==> config.mk <==
export PLATFORM = sky130hd
export DESIGN_NAME = mopq_ram
export DESIGN_NICKNAME = d
export VERILOG_FILES = /design/src/hw/rtl/mopq_ram.sv
export SDC_FILE = /design/constraint.sdc
export NUM_CORES = 1
export LEC_CHECK = 0
export ABC_AREA = 1
export CORE_AREA = 3 3 102 104
export DETAILED_ROUTE_END_ITERATION = 7
export DIE_AREA = 0 0 105 107
export DONT_BUFFER_PORTS = 1
export PLACE_DENSITY = 0.75
export REMOVE_ABC_BUFFERS = 1
export SETUP_SLACK_MARGIN = 0.05
export SYNTH_ARGS = -nofsm -noshare
export SYNTH_HDL_FRONTEND = slang
export SYNTH_SLANG_ARGS = --single-unit
==> constraint.sdc <==
create_clock -name clk -period 1.6 [get_ports clk]
set_clock_uncertainty 0.05 [all_clocks]
set_input_delay 0.4 -clock clk [delete_from_list [all_inputs] [get_ports clk]]
set_output_delay 0.4 -clock clk [all_outputs]
set_load 0.05 [all_outputs]
==> src/hw/rtl/mopq_ram.sv <==
// ----------------------------------------------------------------------------
// mopq_ram
// Generic single-write, single-read synchronous RAM with registered read.
// ----------------------------------------------------------------------------
module mopq_ram #(
    parameter int WIDTH = 8,
    parameter int DEPTH = 16
) (
    input  logic                     clk,
    input  logic                     we,
    input  logic [$clog2(DEPTH)-1:0] waddr,
    input  logic [WIDTH-1:0]         wdata,
    input  logic [$clog2(DEPTH)-1:0] raddr,
    output logic [WIDTH-1:0]         rdata
);
    logic [WIDTH-1:0] mem [DEPTH];

    always_ff @(posedge clk)
    begin
        if (we)
        begin
            mem[waddr] <= wdata;
        end
        rdata <= mem[raddr];
    end
endmodule

# Word level (Yosys, flattened, before mapping)
# Memory sizes are Yosys's and may differ from the RTL's. A register that Yosys moved wholly into a read port is not among the register bits.
# Cells that the tools add are included.
# word_totals
register_bits	0
ram_bits	128
input_bits	18
memories	1
# mem_list
name	depth	width	rd	rd_ports_with_merged_regs	wr	line_no	text
mem	16	8	1	1	1	16	logic [WIDTH-1:0] mem [DEPTH];
# op_classes
n_mux	2
# op_table
op	n
$mux W1	2

# Logic depth before layout (Yosys ltp)
# depth
ltp_word	2
depth_mapped	8

# Worst setup path before layout
# Ideal clock, no wire load.
# synth_path
kind	input-to-reg
startpoint	in waddr[2]
endpoint	mem mem[10][0], enable pin
setup_time_ns	0.370
arrival_time_ns	0.981
path_slack_ns	0.199
path_stages	2
path_cell_list	nand3b_1 nor2_1
# synth_rtl
element	line_no	text
from (decl)	11	input logic [$clog2(DEPTH)-1:0] waddr,
to (decl)	16	
# No word-level cell before the write port.

# Worst setup path after layout
# layout_path
startpoint	reg rdata[3], read port of mem
endpoint	out rdata[3]
# layout_rtl
element	line_no	text
from (decl)	14	output logic [WIDTH-1:0] rdata
# No word-level cell between the ends.

==> impl_results.md <==
- Status: completed
- Post-route cell area: 6639 sq um
- Layout Area Growth over Synthesis: 15.12%
- Synthesized cell area: 5767 sq um
- Critical path depth: 0
- Fin crit period: 1.465 ns
- GRT Total Usage: 0.2298
- Final Util: 0.6887
- Initial core utilization: 0.5983
- Iter 0 DRT Violations: 349
- PwrDens: 1241 nW/um^2
- Final Hold Vio Count: 0
- Yosys reg bits: 136
- Clock Path Buffers: 2
- # H-tree levels: 4
- Critical Path Start Type: flip-flop
- Placed instance area: 5964 sq um
- DRC: 0
- CP arrival: roughly 1 ns
- Clock buffer count from CTS: 17
- Tot Pwr: 0.008239 W
- # Max-Cap Violations: 0
- Setup_tns: 0 ns
- Final GP Congestion: 0.8475
- Core Region: 9639 sq um
- Max VDD drop: 1.097 mV
- Hold depth: 2
- Die Width: 105 um
- Multi-input gate area: 1214 sq um
- Critical path class: flip-flop to output pin
- Leakage: 2.852 nW
- Share of layout cells above drive strength 1: 0.1068
- CTS tree: built
- Top Ports: 26
- F_max: 682.4 MHz
- Worst Path Required: roughly 1.2 ns
- Routed Antenna Nets: 0
- Cell variety after synth: 12
- Hpwl dp: about 7300 um
- Detail-routed net length per standard cell: 16.79 um
- Drt pass-1 iters: 6
- Routed wire length: 12140 um
- RSZ-0062 raised after global routing: false
- Via count of the first global-routing pass: 3666
- Number of port buffers: 0
- Filler cells: 697
- Ys Warns: 0
- Vias: 3833
- Placed Instances: slightly below 700
- Clock sinks: roughly 140
- Die H: 107 um
- Max Slew Vio Count: 0
- Worst-path clk slew: 0.06 ns
- Synthesized instance count: 551
- Final worst-path cycle share: 0.9159
- First-pass GRT wire length: slightly below 20000 um
- Slew HR: 0.5593
- Post-synthesis sequential area ratio: 0.6943
- # diodes: 0
- Clk_lat worst skew: 0.51 ns
- Hold Path Class: input pin to flip-flop
- # rows: 36
- Largest net degree at the start of global routing: 66
- Crit. End Element: output pin
- Final setup vio count: 0
- Cell chosen for the clock root: clkbuf_8
- Reg2Reg Depth: 6
- Nets: approximately 600
- Initial antenna violation count: 0
- Worst slew pin tran: approximately 0.66 ns
- Avg Vias per Cell: about 5.3
- Area of the die: 11240 sq um
- Grt ovf: 0
- Crit path max fanout: 1
- Avg Cell Area, Syn: between 10 and 15 sq um
- Storage cell area: 4014 sq um
- Post-route insts no fill: around 720
per-layer routing:
layer  up-vias  wire length [um]  part of all wire  GRT usage
li1       1825                 -                 -          -
met1      1799              5012              0.41     0.3001
met2       182              5854              0.48     0.3625
met3        27               968             0.080    0.06803
met4         0               303             0.025    0.09653
met5         -                 0                 0          0
logic make-up after synthesis:
logic type / count (synthesis) / share of synthesized area
buf+inv: 126 / 0.09525
flops: 136 / 0.6943
simple gates: 289 / 0.2105
registers in the layout (all words and copies together), names as in the netlist:
name and flops:
mem 128, rdata 8
path summary, 6_finish.rpt:
path,startpoint,to,slack [ns]
min,raddr[3],rdata[4],0.02
max,rdata[3],rdata[3],0.13
min reg2reg,mem[10][7],rdata[7],0.61
max reg2reg,mem[1][1],rdata[1],0.57
stage by stage:
step / hold slack (ns) / setup slack, ns
6_report: 0.02122 / 0.1346
5_1_grt: 0.01413 / 0.1095
4_1_cts: 0.001766 / 0.1187
3_5_place_dp: 0.4496 / 0.2416
3_3_place_gp: 0.4498 / 0.2594
2_1_floorplan: 0.4489 / 0.1695
synth_stat cells:
cell type	count	area share
edfxtp_1	128	0.67
buf_6	6	0.012
buf_4	4	0.0052
nand2_1	173	0.11
nor2_1	17	0.011
buf_1	1	0.00065
inv_2	2	0.0013
inv_1	100	0.065
buf_2	13	0.011
dfxtp_1	8	0.028
nand3b_1	2	0.0026
nand3_1	97	0.084
cell type report:
cell class | count | area share
Tap cell | 133 | 0.02507
Inverter | 102 | 0.05767
Sequential cell | 136 | 0.6046
Clock inverter | 13 | 0.02356
Multi-Input combinational cell | 289 | 0.1828
Timing Repair Buffer | 32 | 0.04335
Clock buffer | 18 | 0.06295
power breakdown:
| group | leakage (nW) | switching (W) | internal [W] | total (W) |
|---|---|---|---|---|
| combinational | 1.36 | 0.000257 | 0.000134 | 0.000391 |
| sequential | 1.22 | 0.000111 | 0.00399 | 0.00410 |
| clock | 0.268 | 0.00140 | 0.00235 | 0.00375 |
| total | 2.85 | 0.00176 | 0.00647 | 0.00824 |
cells in the final DEF, fill, tap and decap left out, types with 5 or more instances in the layout:
cell type,count
buf_4,21
nand3_1,97
edfxtp_1,128
nand2_1,173
dfxtp_2,8
nor2_1,17
inv_1,100
clkbuf_16,16
dlygate4sd3_1,9
clkinvlp_4,5
timing repair:
item,4_1_cts,5_1_grt
gates resized for setup,8,0
buffers inserted,0,0
endpoints found under the setup margin,8,0
hold endpoints to repair,131,0
hold buffers,9,0
Power figures use the tool's default switching activity.
