[src/hw/rtl/mopq_pkg.sv]
// ----------------------------------------------------------------------------
// mopq_pkg
// Shared types and constants of the Morton-order priority queue.
// ----------------------------------------------------------------------------
package mopq_pkg;

    localparam int COORD_W  = 32;
    localparam int CFG_W    = 12;
    localparam int STATUS_W = 2;
    localparam int AGE_W    = 32;
    localparam int SCALE_MUL = 50000;

    typedef enum logic [STATUS_W-1:0] {
        ST_INSERTED = 2'd0,
        ST_POPPED   = 2'd1,
        ST_EMPTY    = 2'd2,
        ST_FULL     = 2'd3
    } status_t;

    typedef enum logic {
        KIND_INSERT = 1'b0,
        KIND_POP    = 1'b1
    } kind_t;

endpackage

[src/hw/rtl/mopq_keygen.sv]
// ----------------------------------------------------------------------------
// mopq_keygen
// Scales coordinates (two registered stages) and interleaves them into a key.
// ----------------------------------------------------------------------------
module mopq_keygen
    import mopq_pkg::*;
#(
    parameter int SCALED_BITS = 64
) (
    input  logic                       clk,
    input  logic [CFG_W-1:0]           range_offset,
    input  logic [COORD_W-1:0]         coord [3],
    output logic [3*SCALED_BITS-1:0]   key
);
    localparam int SUM_W  = 44;
    localparam int PROD_W = SUM_W + 16;
    localparam logic [PROD_W-1:0] LIM = PROD_W'({SCALED_BITS{1'b1}});

    logic signed [SUM_W-1:0] sum_reg [3];
    logic [PROD_W-1:0]       scaled_reg [3];
    logic [SCALED_BITS-1:0]  sat [3];

    always_ff @(posedge clk)
    begin
        for (int d = 0; d < 3; d++)
        begin
            sum_reg[d] <= {{(SUM_W-28){range_offset[CFG_W-1]}}, range_offset, 16'd0}
                        + {{(SUM_W-COORD_W){coord[d][COORD_W-1]}}, coord[d]};
            if (sum_reg[d] <= 0)
            begin
                scaled_reg[d] <= '0;
            end
            else
            begin
                scaled_reg[d] <= (PROD_W'(sum_reg[d]) * PROD_W'(SCALE_MUL)) >> 16;
            end
        end
    end

    always_comb
    begin
        for (int d = 0; d < 3; d++)
        begin
            sat[d] = (scaled_reg[d] > LIM) ? '1 : SCALED_BITS'(scaled_reg[d]);
        end
        for (int b = 0; b < SCALED_BITS; b++)
        begin
            for (int d = 0; d < 3; d++)
            begin
                key[3*b + (2-d)] = sat[d][b];
            end
        end
    end
endmodule

[config.mk]
export PLATFORM = sky130hd
export DESIGN_NAME = mopq_keygen
export DESIGN_NICKNAME = d
export VERILOG_FILES = /design/src/hw/rtl/mopq_pkg.sv /design/src/hw/rtl/mopq_keygen.sv
export SDC_FILE = /design/constraint.sdc
export NUM_CORES = 1
export LEC_CHECK = 0
export ABC_AREA = 1
export BUFFER_PORTS_ARGS = -buffer_cell sky130_fd_sc_hd__buf_2
export CAP_MARGIN = 10
export CORE_MARGIN = 2
export CORE_UTILIZATION = 50
export DETAILED_ROUTE_END_ITERATION = 8
export GPL_ROUTABILITY_DRIVEN = 0
export PLACE_DENSITY = 0.75
export SLEW_MARGIN = 0
export SYNTH_ARGS = -nofsm -noshare
export SYNTH_HDL_FRONTEND = slang
export SYNTH_SLANG_ARGS = --single-unit
[constraint.sdc]
create_clock -name clk -period 5.33 [get_ports clk]
set_input_delay 0.2665 -clock clk [delete_from_list [all_inputs] [get_ports clk]]
set_output_delay 0.2665 -clock clk [all_outputs]
set_load 0.01 [all_outputs]
After elaboration in Yosys (flattened, before gate mapping)
Memories as Yosys holds them, arrays and structs flattened.
Cells that the tools add are included.
{"block": "totals", "input_bits": 109, "latch_bits": 0, "rom_bits": 0, "ramBits": 264, "ff_bits": 0, "out_inout_bits": 192, "mem_count": 2, "word_cells": 32}
{"name": "scaled_reg", "depth": 3, "word_bits": 44, "rd": 3, "rd_clocked_by_memory_dff": 0, "wr": 3, "line": "mopq_keygen.sv:20", "text": "logic [PROD_W-1:0] scaled_reg [3];"}
{"name": "sum_reg", "depth": 3, "word_bits": 44, "rd": 3, "rd_clocked_by_memory_dff": 0, "wr": 3, "line": "mopq_keygen.sv:19", "text": "logic signed [SUM_W-1:0] sum_reg [3];"}
{"block": "op_classes", "n_bitwise": 3, "mux": 15, "eq_ne": 0, "div": 0, "n_shift": 0, "addsub": 3, "multipliers": 3, "n_lt_le_gt_ge": 6, "n_reduce_logical": 0}
{"operator": "two-way mux 64 bit", "count": 3}
{"operator": "greater-than comparator 60 bit (second input constant)", "count": 3}
{"operator": "multiplier 44 x 13 -> 56 bit (second input constant)", "count": 3}
{"operator": "less-or-equal comparator 44 x 1 -> 1 bit (second input constant)", "count": 3}
{"operator": "two-way mux 44 bit", "count": 3}
{"operator": "adder 28 x 32 -> 33 bit", "count": 3}
{"operator": "two-way mux 1 bit", "count": 9}
{"operator": "OR 1 bit", "count": 3}

Depth between registers and ports, before layout
Gate-level depths: netlist of run 1.
An unclocked memory read counts as a cell.
{"block": "logic_depth", "ltp_word": 5, "depth_mapped": 24, "depth_no_buf": 24}

Worst setup path before layout of run 1
No wires, ideal clock.
{"block": "synth_path", "path_type": "register to register", "from": "memory sum_reg[0][43]", "to": "memory scaled_reg[0][30] (netlist name)", "slack_ns": 0.815, "required_ns": 5.217, "synth_period_minus_slack_ns": 4.515, "setup_time_ns": 0.113, "path_stages_with_launch": 20, "arrival_time_ns": 4.402, "n_path_buf": 1, "cell_sequence": "dfxtp_1 -> buf_2 -> inv_1 -> fa_1 -> fa_1 -> inv_1 -> fa_1 -> inv_1 -> fa_1 -> inv_1 -> ha_1 -> nand2_1 -> nor2_1 -> inv_1 -> nor4_1 -> nand3_1 -> nand3_1 -> nand2_1 -> nand2_1 -> nor2_1"}
{"element": "start: declaration", "line": "mopq_keygen.sv:19"}
{"element": "end: declaration", "line": "mopq_keygen.sv:20"}

==> impl_metrics.sql, run 1 <==
INSERT INTO impl_metrics (metric_group, metric, value, unit) VALUES
('logic_synthesis', 'synth_largest_type_area_fraction', '0.251', ''),
('route', 'antenna_violating_nets_post_route', '0', ''),
('logic_synthesis', 'synth.largest_area_cell', 'sky130_fd_sc_hd__ha_1', ''),
('logic_synthesis', 'postSynthAreaPerCell', '7.65', 'sq um'),
('grt', 'first_pass_grt_wire_length', '136', 'mm'),
('worst_setup_path', 'largest_stage_delay_worst_path', '0.52', 'ns'),
('worst_setup_path', 'cpMostUsedCell', 'sky130_fd_sc_hd__inv_1', ''),
('worst_setup_path', 'cp_capture_type', 'flop', ''),
('die', 'io_pins', '301', ''),
('logic_synthesis', 'ys.flop_type', 'sky130_fd_sc_hd__dfxtp_1', ''),
('die', 'placement_rows', '94', ''),
('cts', 'post_cts.repair.setup_buffers', '0', ''),
('worst_setup_path', 'worst_setup_path_startpoint', 'sum_reg[0][12]', ''),
('die', 'dieArea', '0.0683', 'sq mm'),
('timing', 'fin_crit_period', '4.82', 'ns'),
('worst_setup_path', 'worstSetupPathType', 'flop to flop', ''),
('placement', 'io_buffers', '240', ''),
('placement', 'dp_cells', '5448', ''),
('logic_synthesis', 'synth-edff-count', '0', ''),
('layout', 'post_route_cells_drive_above_1_share', '0.0671', ''),
('worst_setup_path', 'critical_path_source_type', 'flop', ''),
('route', 'drc', '0', ''),
('logic_synthesis', 'synth.cell_area', '0.0331', 'sq mm'),
('status', 'status', 'complete, no violations', ''),
('grt', 'grtUsageTotal', '0.249', ''),
('logic_synthesis', 'synth_seq_cells', '231', ''),
('route', 'wire_length_per_cell_after_detailed_routing', '15.4', 'microns'),
('die', 'die_h', '261', 'microns'),
('logic_synthesis', 'fraction_of_the_yosys_area_taken_by_sequential_cells', '0.140', ''),
('cts', 'cts_root_buffer', 'sky130_fd_sc_hd__clkbuf_16', ''),
('grt', 'grt_start_max_net_pins', '33', ''),
('timing', 'hold_viol', '0', ''),
('timing', 'fin_skew', '0.0213', 'ns'),
('logic_synthesis', 'synthesis.instances', '4327', ''),
('cts', 'tritoncts_clock_tree', 'yes', ''),
('worst_setup_path', 'worst_path_max_delay_cell', 'sky130_fd_sc_hd__fa_1', ''),
('route', 'route.detailed.vias_per_inst', '5.03', ''),
('placement', 'post-dp-hpwl', '73.5', 'mm'),
('timing', 'finalSetupTns', '0', 'ns'),
('cts', 'cts-buffers-inserted', '30', ''),
('cts', 'post_cts.resized_instances', '0', ''),
('cts', 'cts-root-to-sink-buffers', '3', ''),
('logic_synthesis', 'synthArstFlopShare', '0', ''),
('logic_synthesis', 'synthesis.yosys.warnings', '0', ''),
('cts', 'holdBufCountCts', '53', ''),
('worst_setup_path', 'path_max_fanout', '7', ''),
('layout', 'flow.area_growth_from_synthesis', '11.3', '%'),
('grt', 'antenna_violations_before_repair', '15', ''),
('route', 'routed_wirelength', '85.4', 'mm'),
('layout', 'postLayoutCellArea', '0.0368', 'sq mm'),
('hold_path', 'hold_path_class', 'primary input to flop', ''),
('worst_setup_path', 'worst-endpoint-required', '5.81', 'ns'),
('cts', 'clock_latency_on_the_worst_skew_pair', '0.60', 'ns'),
('logic_synthesis', 'number_of_distinct_library_cells_after_synthesis', '42', ''),
('cts', 'cts-htree-levels', '1', ''),
('worst_setup_path', 'r2r-start', 'sum_reg[0][12]', ''),
('grt', 'total_overflow_reported_by_the_global_router', '0', ''),
('layout', 'nNetsFinal', '5734', ''),
('layout', 'n_fill_cell', '6086', ''),
('layout', 'largest_register_ff_count', '132', ''),
('timing', 'final_min_period_over_clock_period', '0.904', ''),
('timing', 'timing_worst_slew_pin_value', '1.00', 'ns'),
('hold_path', 'min-delay-start', 'coord[95]', ''),
('placement', 'dpl-instance-area', '0.0352', 'sq mm'),
('timing', 'rsz_0062_raised_after_global_routing', 'false', ''),
('timing', 'max_slew_headroom_at_the_worst_pin', '0.331', ''),
('worst_setup_path', 'worstPathArrival', '5.30', 'ns'),
('route', 'first_pass_iters', '9', ''),
('logic_synthesis', 'post_synth_main_area_contributors', 'sky130_fd_sc_hd__ha_1 25%, sky130_fd_sc_hd__fa_1 18%, sky130_fd_sc_hd__dfxtp_1 14%', ''),
('timing', 'maximum_clock_frequency', '207', 'MHz'),
('job', 'maxCapViolations', '0', '');
stage by stage:
step	utilization	hold slack, ns	worst slack, ns
after floorplan	-	0.294	0.815
after global placement	0.537	0.370	0.667
after detailed placement	0.537	0.371	0.618
after CTS	0.561	0.0171	0.557
after global routing	0.561	0.0606	0.239
final	0.561	0.0573	0.511
metal layers:
layer | GRT usage | routed length [microns]
met1 | 0.328 | 36600
met5 | 0 | 73
met4 | 0.0735 | 2780
met2 | 0.414 | 38800
met3 | 0.0467 | 7210
cell families (layout without fill, tap and decap cells):
kind of cell             after synthesis  in the layout  share of synthesized area
other                                  1             96                   0.000113
flip-flops                           231            231                      0.140
AND/OR/NAND/NOR                     1108           1108                      0.135
buffers and inverters               1210           1489                      0.145
AO/OA/AOI/OAI                        646            646                      0.107
XOR/XNOR                             175            175                     0.0463
adder cells (fa/ha/maj)              956            956                      0.428
synthesized netlist by cell type (60+ instances only):
| cell type | instances |
|---|---|
| sky130_fd_sc_hd__buf_4 | 60 |
| sky130_fd_sc_hd__o21ai_0 | 221 |
| sky130_fd_sc_hd__nand3_1 | 110 |
| sky130_fd_sc_hd__dfxtp_1 | 231 |
| sky130_fd_sc_hd__ha_1 | 663 |
| sky130_fd_sc_hd__nand2_1 | 548 |
| sky130_fd_sc_hd__xor2_1 | 99 |
| sky130_fd_sc_hd__xnor2_1 | 76 |
| sky130_fd_sc_hd__inv_1 | 1134 |
| sky130_fd_sc_hd__nor2_1 | 378 |
| sky130_fd_sc_hd__a21oi_1 | 294 |
| sky130_fd_sc_hd__fa_1 | 293 |
final cells by class:
| class | instances | area (sq um) | share of cell area |
|---|---|---|---|
| Multi-Input combinational cell | 2972 | 24000 | 0.652 |
| Sequential cell | 231 | 4620 | 0.126 |
| Inverter | 1135 | 4260 | 0.116 |
| Timing Repair Buffer | 299 | 1780 | 0.0482 |
| Tap cell | 864 | 1080 | 0.0293 |
| Clock buffer | 38 | 852 | 0.0231 |
| Clock inverter | 17 | 215 | 0.00584 |
| Antenna cell | 9 | 22.5 | 0.000611 |
layout by cell type (no fill, tap or decap), types with 5 or more instances in the layout:
cell and n:
sky130_fd_sc_hd__nand4_1 14, sky130_fd_sc_hd__xor2_1 99, sky130_fd_sc_hd__nand2_1 548, sky130_fd_sc_hd__a21oi_1 294
sky130_fd_sc_hd__o21a_1 14, sky130_fd_sc_hd__nand3_1 110, sky130_fd_sc_hd__buf_2 240, sky130_fd_sc_hd__dfxtp_1 231
sky130_fd_sc_hd__dlygate4sd3_1 53, sky130_fd_sc_hd__ha_1 663, sky130_fd_sc_hd__inv_1 1134, sky130_fd_sc_hd__buf_4 6
sky130_fd_sc_hd__nor2_1 378, sky130_fd_sc_hd__nor4_1 7, sky130_fd_sc_hd__o21ai_0 221, sky130_fd_sc_hd__a31oi_1 25
sky130_fd_sc_hd__fa_1 293, sky130_fd_sc_hd__a21o_1 26, sky130_fd_sc_hd__o21bai_1 39, sky130_fd_sc_hd__diode_2 9
sky130_fd_sc_hd__xnor2_1 76, sky130_fd_sc_hd__nand3b_1 6, sky130_fd_sc_hd__o211ai_1 5, sky130_fd_sc_hd__clkbuf_16 31
sky130_fd_sc_hd__conb_1 87, sky130_fd_sc_hd__and2_1 9, sky130_fd_sc_hd__clkbuf_8 5, sky130_fd_sc_hd__nor3_1 24
worst max-delay path: cells and delay by family, from the launching register on:
family                   cells  cell delay (ns)
XOR/XNOR                     1             0.18
AND/OR/NAND/NOR              9             1.21
AO/OA/AOI/OAI                1             0.20
buffers and inverters        5             0.33
adder cells (fa/ha/maj)      6             2.27
flip-flops                   1             0.49
path summary, 6_finish.rpt:
check,slack [ns],depth (start not counted),to
min,0.06,3,sum_reg[0][31]
max reg2reg,0.51,22,scaled_reg[0][30]
min reg2reg,1.07,5,scaled_reg[2][2]
max,0.51,22,scaled_reg[0][30]
Power of run 1 is not shown: default switching activity piles up to over one toggle a cycle in this logic, so the estimate is an artifact.
==> run 2, diff against run 1 <==
--- a/config.mk
+++ b/config.mk
@@ -9,10 +9,10 @@
 export BUFFER_PORTS_ARGS = -buffer_cell sky130_fd_sc_hd__buf_2
 export CAP_MARGIN = 10
 export CORE_MARGIN = 2
-export CORE_UTILIZATION = 50
+export CORE_UTILIZATION = 63
 export DETAILED_ROUTE_END_ITERATION = 8
 export GPL_ROUTABILITY_DRIVEN = 0
-export PLACE_DENSITY = 0.75
+export PLACE_DENSITY = 0.9
 export SLEW_MARGIN = 0
 export SYNTH_ARGS = -nofsm -noshare
 export SYNTH_HDL_FRONTEND = slang
==> impl_metrics.sql, run 2 (synthesis results as in run 1) <==
INSERT INTO impl_metrics (metric_group, metric, value, unit) VALUES
('route', 'first_pass_iters', '8', ''),
('route', 'wire_length_per_cell_after_detailed_routing', '16.7', 'microns'),
('grt', 'first_global_vias', '29112', ''),
('layout', 'post_route_cells_drive_above_1_share', '0.0655', ''),
('cts', 'tritoncts_clock_tree', 'yes', ''),
('cts', 'cts_root_buffer', 'sky130_fd_sc_hd__clkbuf_16', ''),
('timing', 'setup_viol', '0', ''),
('timing', 'final.setup.worst_slack', '0.465', 'ns'),
('timing', 'timing_worst_slew_pin_value', '0.626', 'ns'),
('die', 'die_w', '233', 'microns'),
('worst_setup_path', 'worstSetupPathType', 'flop to flop', ''),
('route', 'detailedRoute.firstIterationViolations', '3058', ''),
('placement', 'post-dp-hpwl', '74.3', 'mm'),
('layout', 'nNetsFinal', '5729', ''),
('cts', 'cts-buffers-inserted', '28', ''),
('timing', 'fin_crit_period', '4.87', 'ns'),
('layout', 'flow.area_growth_from_synthesis', '10.1', '%'),
('die', 'die_h', '233', 'microns'),
('die', 'io_pins', '301', ''),
('grt', 'grtUsageTotal', '0.330', ''),
('timing', 'max_slew_headroom_at_the_worst_pin', '0.578', ''),
('route', 'route.detailed.vias_per_inst', '5.45', ''),
('timing', 'final_min_period_over_clock_period', '0.913', ''),
('cts', 'cts-htree-levels', '1', ''),
('route', 'detailroute.via_count', '29336', ''),
('route', 'routed_wirelength', '89.8', 'mm'),
('cts', 'post_cts.repair.setup_buffers', '0', ''),
('grt', 'first_pass_grt_wire_length', '143', 'mm'),
('grt', 'total_overflow_reported_by_the_global_router', '0', ''),
('die', 'dieArea', '0.0544', 'sq mm'),
('worst_setup_path', 'cp_capture_type', 'flop', ''),
('worst_setup_path', 'critical_path_source_type', 'flop', ''),
('cts', 'numClockSinks', '231', ''),
('placement', 'dp_worst_setup_slack', '0.607', 'ns'),
('route', 'antenna_violating_nets_post_route', '0', ''),
('hold_path', 'hold_path_class', 'primary input to flop', ''),
('die', 'placement_rows', '84', ''),
('layout', 'layout_commonest_cell', 'sky130_fd_sc_hd__inv_1', ''),
('grt', 'grt_start_max_net_pins', '34', ''),
('layout', 'final_cell_mix', '1134 x sky130_fd_sc_hd__inv_1, 663 x sky130_fd_sc_hd__ha_1, 548 x sky130_fd_sc_hd__nand2_1', ''),
('layout', 'largest_register_ff_count', '132', ''),
('die', 'core', '0.0522', 'sq mm'),
('layout', 'n_fill_cell', '3803', ''),
('cts', 'clkSlewWorstSetupHoldPaths', '0.07', 'ns'),
('worst_setup_path', 'worstPathArrival', '5.36', 'ns'),
('worst_setup_path', 'worst-endpoint-required', '5.83', 'ns'),
('timing', 'maximum_clock_frequency', '206', 'MHz'),
('job', 'maxCapViolations', '0', ''),
('grt', 'antenna_violations_before_repair', '15', ''),
('route', 'drc', '0', ''),
('timing', 'fin_skew', '0.0183', 'ns'),
('worst_setup_path', 'path_max_fanout', '7', ''),
('cts', 'cts-root-to-sink-buffers', '3', ''),
('timing', 'finalMaxSlewViolations', '0', ''),
('timing', 'rsz_0062_raised_after_global_routing', 'false', ''),
('timing', 'hold_viol', '0', ''),
('cts', 'clock_latency_on_the_worst_skew_pair', '0.60', 'ns'),
('timing', 'finalSetupTns', '0', 'ns'),
('status', 'status', 'complete, no violations', ''),
('placement', 'io_buffers', '240', ''),
('die', 'floorplan.initialDensity', '0.634', '');
run 2: changes by cell type in the layout (fill, tap and decap cells not counted), sizes merged:
cell	delta
bufinv	-1
clkbuf	-1
clkinv	+1
clkinvlp	-2
diode	+2
dlygate4sd3	-3
run 2: per-stage QoR:
stage | cell area (sq um) | cells | hold WS [ns] | utilization
finish | 36500 | 5385 | 0.0245 | 0.698
detailed placement | 35000 | 5272 | 0.370 | 0.670
global placement | 35000 | 5272 | 0.369 | 0.670
global route | 36500 | 5381 | 0.0168 | 0.698
floorplan | 33400 | 4413 | 0.294 | -
CTS | 36400 | 5374 | 0.00480 | 0.698
run 2: critical path, cell delays in order, from the launching register on:
cell and delay [ns]:
sky130_fd_sc_hd__dfxtp_1 0.51, sky130_fd_sc_hd__inv_1 0.09, sky130_fd_sc_hd__ha_1 0.33, sky130_fd_sc_hd__ha_1 0.33
sky130_fd_sc_hd__xor2_1 0.17, sky130_fd_sc_hd__ha_1 0.21, sky130_fd_sc_hd__o21bai_1 0.19, sky130_fd_sc_hd__fa_1 0.51
sky130_fd_sc_hd__inv_1 0.05, sky130_fd_sc_hd__fa_1 0.48, sky130_fd_sc_hd__inv_1 0.04, sky130_fd_sc_hd__ha_1 0.36
sky130_fd_sc_hd__nand2_1 0.13, sky130_fd_sc_hd__nor2_1 0.18, sky130_fd_sc_hd__inv_1 0.12, sky130_fd_sc_hd__nor2_1 0.23
sky130_fd_sc_hd__inv_1 0.08, sky130_fd_sc_hd__nor3_1 0.35, sky130_fd_sc_hd__nand3_1 0.13, sky130_fd_sc_hd__nand3_1 0.12
sky130_fd_sc_hd__nand2_1 0.06, sky130_fd_sc_hd__nand2_1 0.06, sky130_fd_sc_hd__nor2_1 0.04
run 2: final timing paths:
path	end	slack (ns)	depth (start not counted)	startpoint
setup / recovery	scaled_reg[0][30]	0.46	22	sum_reg[0][12]
hold / removal	sum_reg[0][16]	0.02	2	range_offset[0]
setup reg to reg	scaled_reg[0][30]	0.46	22	sum_reg[0][12]
hold reg to reg	scaled_reg[2][2]	1.04	5	sum_reg[0][88]
run 2: what timing repair did:
item	4_1_cts	5_1_grt
gates resized for setup	0	0
hold buffers	50	0
hold endpoints to repair	50	0
run 2: final cells by class:
type | count | area [sq um] | area share
Tap cell | 688 | 861 | 0.0236
Multi-Input combinational cell | 2972 | 24000 | 0.659
Antenna cell | 11 | 27.5 | 0.000755
Inverter | 1135 | 4260 | 0.117
Clock inverter | 15 | 175 | 0.00480
Sequential cell | 231 | 4620 | 0.127
Timing Repair Buffer | 296 | 1750 | 0.0479
Clock buffer | 37 | 754 | 0.0207
run 2: metal layers:
| metal | GRT usage | part of all wire | vias up |
|---|---|---|---|
| met3 | 0.0626 | 0.093 | 349 |
| met2 | 0.550 | 0.46 | 1539 |
| met5 | 0 | 0.00073 | - |
| met4 | 0.149 | 0.050 | 10 |
| met1 | 0.414 | 0.39 | 13501 |
| li1 | - | - | 13937 |
Power of run 2 is left out for the same reason.
